<file path="src/rtl/multichannel_moving_average_macros.svh">
// Assertion macros shared by the moving-average RTL.
`ifndef MULTICHANNEL_MOVING_AVERAGE_MACROS_SVH
`define MULTICHANNEL_MOVING_AVERAGE_MACROS_SVH

// Same-cycle implication, checked on clk, off while arst_n is low.
`define MMA_ASSERT_IMPL(label, ante, cons, msg) \
	label: assert property (@(posedge clk) disable iff (!arst_n) (ante) |-> (cons)) \
		else $error(msg);

// Next-cycle implication, checked on clk, off while arst_n is low.
`define MMA_ASSERT_NEXT(label, ante, cons, msg) \
	label: assert property (@(posedge clk) disable iff (!arst_n) (ante) |=> (cons)) \
		else $error(msg);

`endif

</file>
<file path="src/rtl/mma_pkg.sv">
// Package: item types and fixed field widths of the moving-average block.
`timescale 1ns / 1ps

package mma_pkg;

	localparam int CHAN_W   = 5;
	localparam int SAMPLE_W = 16;

	typedef struct packed {
		logic [CHAN_W-1:0]   channel;
		logic [SAMPLE_W-1:0] sample;
	} sample_item_t;

	typedef struct packed {
		logic [CHAN_W-1:0]   channel_out;
		logic [SAMPLE_W-1:0] average;
	} result_item_t;

	typedef struct packed {
		logic [CHAN_W-1:0] channel;
		logic              in_range;
	} mean_tag_t;

endpackage

</file>
<file path="src/rtl/mma_stream_if.sv">
// Interface: valid/ready stream channel carrying one item.
`timescale 1ns / 1ps

interface mma_stream_if #(
	parameter type payload_t = logic
) ();

	logic     valid;
	logic     ready;
	payload_t data;

	modport source (output valid, output data, input ready);
	modport sink (input valid, input data, output ready);

endinterface

</file>
<file path="src/rtl/mma_mean.sv">
// Mean stage: window sum times reciprocal of the window length, then output register.
`timescale 1ns / 1ps
`include "multichannel_moving_average_macros.svh"

module mma_mean #(
	parameter int WINDOW = 16
) (
	input  logic                                         clk,
	input  logic                                         arst_n,
	input  logic                                         in_valid,
	output logic                                         in_ready,
	input  mma_pkg::mean_tag_t                           in_tag,
	input  logic [mma_pkg::SAMPLE_W+$clog2(WINDOW)-1:0] in_sum,
	mma_stream_if.source                                 averages
);

	localparam int PTR_W  = $clog2(WINDOW);
	localparam int SUM_W  = mma_pkg::SAMPLE_W + PTR_W;
	localparam int SHIFT  = SUM_W + PTR_W;
	localparam int MUL_W  = SUM_W + 1;
	localparam int PROD_W = SUM_W + MUL_W;
	localparam longint RECIP_L = ((longint'(1) << SHIFT) + longint'(WINDOW) - 1)
		/ longint'(WINDOW);
	localparam logic [MUL_W-1:0] RECIP = MUL_W'(RECIP_L);

	logic               v3_q;
	mma_pkg::mean_tag_t tag_s3;
	logic [PROD_W-1:0]  prod_s3;
	logic               vo_q;
	mma_pkg::result_item_t out_q;
	logic               en_o;
	logic               en3;

	assign en_o     = !vo_q || averages.ready;
	assign en3      = !v3_q || en_o;
	assign in_ready = en3;

	always_ff @(posedge clk or negedge arst_n) begin
		if (!arst_n) begin
			v3_q <= 1'b0;
			vo_q <= 1'b0;
		end else begin
			if (en3) begin
				v3_q <= in_valid;
			end
			if (en_o) begin
				vo_q <= v3_q;
			end
		end
	end

	always_ff @(posedge clk) begin
		if (en3) begin
			tag_s3  <= in_tag;
			prod_s3 <= PROD_W'(in_sum) * PROD_W'(RECIP);
		end
		if (en_o) begin
			out_q.channel_out <= tag_s3.channel;
			out_q.average     <= tag_s3.in_range ? prod_s3[SHIFT +: mma_pkg::SAMPLE_W]
				: '0;
		end
	end

	assign averages.valid = vo_q;
	assign averages.data  = out_q;

	`MMA_ASSERT_NEXT(a_s3_hold, v3_q && !en_o, v3_q && $stable(prod_s3), "s3 item lost in stall")

endmodule

</file>
<file path="src/flat_wrapper.sv">
// flat-port wrapper written by rule: the top's interface ports become plain ports
module mma_mean_flat 
#(
	parameter int WINDOW = 16
)
  (clk, arst_n, in_valid, in_ready, in_tag, in_sum, averages_valid, averages_data, averages_ready);
  mma_stream_if averages_i ();
  input  logic clk;
  input  logic arst_n;
  input  logic in_valid;
  output logic in_ready;
  input  mma_pkg::mean_tag_t in_tag;
  input  logic [mma_pkg::SAMPLE_W+$clog2(WINDOW)-1:0] in_sum;
  output wire logic [$bits(averages_i.valid)-1:0] averages_valid;
  output wire logic [$bits(averages_i.data)-1:0] averages_data;
  input wire logic [$bits(averages_i.ready)-1:0] averages_ready;
  assign averages_valid = averages_i.valid;
  assign averages_data = averages_i.data;
  assign averages_i.ready = averages_ready;
  mma_mean #(.WINDOW(WINDOW)) u_core (.clk(clk), .arst_n(arst_n), .in_valid(in_valid), .in_ready(in_ready), .in_tag(in_tag), .in_sum(in_sum), .averages(averages_i));
endmodule
</file>
<file path="config.mk">
export PLATFORM = sky130hd
export DESIGN_NAME = mma_mean_flat
export DESIGN_NICKNAME = d
export VERILOG_FILES = /design/src/rtl/mma_pkg.sv /design/src/rtl/mma_stream_if.sv /design/src/rtl/mma_mean.sv /design/src/flat_wrapper.sv
export VERILOG_INCLUDE_DIRS = /design/src /design/src/rtl
export SDC_FILE = /design/constraint.sdc
export NUM_CORES = 1
export LEC_CHECK = 0
export ABC_AREA = 1
export ABC_CLOCK_PERIOD_IN_PS = 1500
export CORE_AREA = 5 5 42 44
export DETAILED_ROUTE_END_ITERATION = 8
export DIE_AREA = 0 0 47 49
export DONT_BUFFER_PORTS = 1
export PLACE_DENSITY = 0.3
export SLEW_MARGIN = 10
export SYNTH_ARGS = -nofsm -noshare
export SYNTH_HDL_FRONTEND = slang
export SYNTH_SLANG_ARGS = --single-unit
export TNS_END_PERCENT = 10
</file>
<file path="constraint.sdc">
create_clock -name clk -period 1.5 [get_ports clk]
set_clock_uncertainty 0.05 [all_clocks]
set_input_delay 0.075 -clock clk [delete_from_list [all_inputs] [get_ports clk]]
set_output_delay 0.075 -clock clk [all_outputs]
set_load 0.1 [all_outputs]
</file>
==> flow_summary.ini <==
[run_status]
outcome = finished, final reports clean

[timing]
finalSetupViolCount = 0
rsz0062_at_grt = no
hold_viol = 0
max_slew.worst_pin.slew_ns = 0.280
final.setup.tns_ns = 0
timing.final.crit_share = 0.831
finalCriticalPeriod_ns = 1.25
slew_headroom = 0.815
drv_slew = 0
whs_ns = 0.00572
max_freq_mhz = 803

[cells_and_area]
multi_input_area_um2 = 32.5
seqCellArea_um2 = 144
final_cell_mix = nand2_1, inv_1, dlygate4sd3_1
drive_gt1_frac = 0.320
final_core_util = 0.214
diodes = 0
layout.nets = 56
area_growth_syn_to_layout_pct = 66.7
nFillCells = 157

[power_and_ir_drop]
p_per_area_nw_per_um2 = 1330
peakVddDrop_mv = 0.523
power_leakage_nw = 0.137

[cts]
cts_tree = built
cts_setup_buffers = 0
cts_made_buffers = 3
clk_pin_slew_ns = 0.04
cts.sinks = 5
clockBufferDepth = 2
cts_root_buf = clkbuf_4
h-tree-depth = 1
clkLatencyLatePin_ns = 0.23

[global_route]
gr-usage-met2 = 0.0339
grt_first_pass_wirelength_um = 572
grt_pass1_vias = 136
antenna_found_initial = 0
grt_util_met1 = 0.0493
busiest_layer = met3
use_met3 = 0.0554
track_usage = 0.0411
grt_max_degree = 5
grt_overflow_total = 0

[worst_setup_path]
critPathKind = register to output pin
path_cells = nand3_4, buf_4
max_stage_delay_ns = 0.49
r2r-start = u_core.averages.valid
path_buf_inv = 1
crit_fanout = 4
r2r-end = u_core.averages.data
reg2reg_depth = 1
startpoint = u_core.averages.valid
critPathRequiredTime_ns = 1.37
cp_data_arrival_time_ns = 1.12
cp-start-kind = register
cp_slowest_cell = dfrtp_4
crit_end = in_ready
rrSetupSlack_ns = 0.56
critPathTopFamily = flip-flops
cp_num_cells = 2
end_kind = output pin

[synth]
syn_area_per_cell_um2 = 12.9
yosys.cell_types.count = 5
synth_area_um2 = 180
syn_inst = 14
synth_fp_nets = 44
ys_ff_latch = 5
ys.warnings.count = 0
synth_seq_area_share = 0.778

[detailed_routing]
wl_per_cell_um = 7.88
viasPerCell = 3.17
firstDrtPassIters = 2
drc = 0
ant_nets = 0
drt_iter0_drc = 3
routed_wl_um = 323
via_count = 130

[die]
start_util = 0.129
rows = 14
io_pins = 33
die_h_um = 49
die_area_um2 = 2300
core_area_um2 = 1400
die_x_um = 47

[place]
hpwl_um = 255
gp_congestion = 0.655
port_buffers = 0

[worst_hold_path]
worst_hold_path_type = input port to register

[run]
max-cap-violations = 0
[synth_stat cells]
master | n | area [um^2]
dfrtp_1 | 2 | 50.1
nand2_1 | 4 | 15.0
inv_1 | 4 | 15.0
edfxtp_1 | 3 | 90.1
nand3_2 | 1 | 10.0
[layout make-up]
cell class / count / area share
sequential: 5 / 0.479
timing repair buffer: 7 / 0.208
multi-input combinational: 5 / 0.108
clock buffer: 4 / 0.0875
tap: 16 / 0.0667
inverter: 4 / 0.0500
[what timing repair did]
item | in CTS | in global routing
setup endpoints to repair | 0 | 0
endpoints found under the hold margin | 5 | 0
resized for setup | 0 | 0
hold buffers | 4 | 0
[report_power, final]
group	leakage (nW)	internal, mW	switching, mW
combinational	0.0705	0.0204	0.0636
sequential	0.0518	0.161	0.00678
clock	0.0150	0.100	0.0475
[per-stage QoR]
stage	power (mW)	instances	area [um^2]	worst slack, ns
6_report	0.400	41	300	0.254
5_1_grt	0.430	41	300	0.213
4_1_cts	0.409	41	300	0.239
3_5_place_dp	0.245	33	234	0.500
3_3_place_gp	0.245	33	234	0.504
2_1_floorplan	0.232	14	191	0.115
[state kept, by name (all words and copies together) (netlist names)]
name / count
u_core.tag_s3: 1
u_core.prod_s3: 1
u_core.averages.data: 1
u_core.averages.valid: 1
u_core.v3_q: 1
[logic make-up (layout without fill, tap and decap cells)]
group	after synthesis	count (layout)	synth area share
buffers and inverters	4	15	0.0833
flip-flops	5	5	0.778
AND/OR/NAND/NOR	5	5	0.139
[worst min path at each step]
stage                         startpoint                    end  slack [ns]  cells after the start
after floorplan                   arst_n            u_core.v3_q       -0.27                      0
after global placement            arst_n            u_core.v3_q       -0.27                      0
after detailed placement          arst_n            u_core.v3_q       -0.27                      0
after CTS                 averages_ready            u_core.v3_q      0.0006                      3
after global routing              arst_n  u_core.averages.valid       0.009                      1
final                     averages_ready            u_core.v3_q       0.006                      3
[metal layers]
| layer | vias up | wire, um | part of all wire |
|---|---|---|---|
| met5 | - | 0 | 0 |
| met4 | 0 | 0 | 0 |
| met3 | 0 | 51 | 0.16 |
| met2 | 11 | 93 | 0.29 |
| met1 | 53 | 178 | 0.55 |
| li1 | 66 | - | - |
No activity file was read; power rests on OpenSTA's default activity.
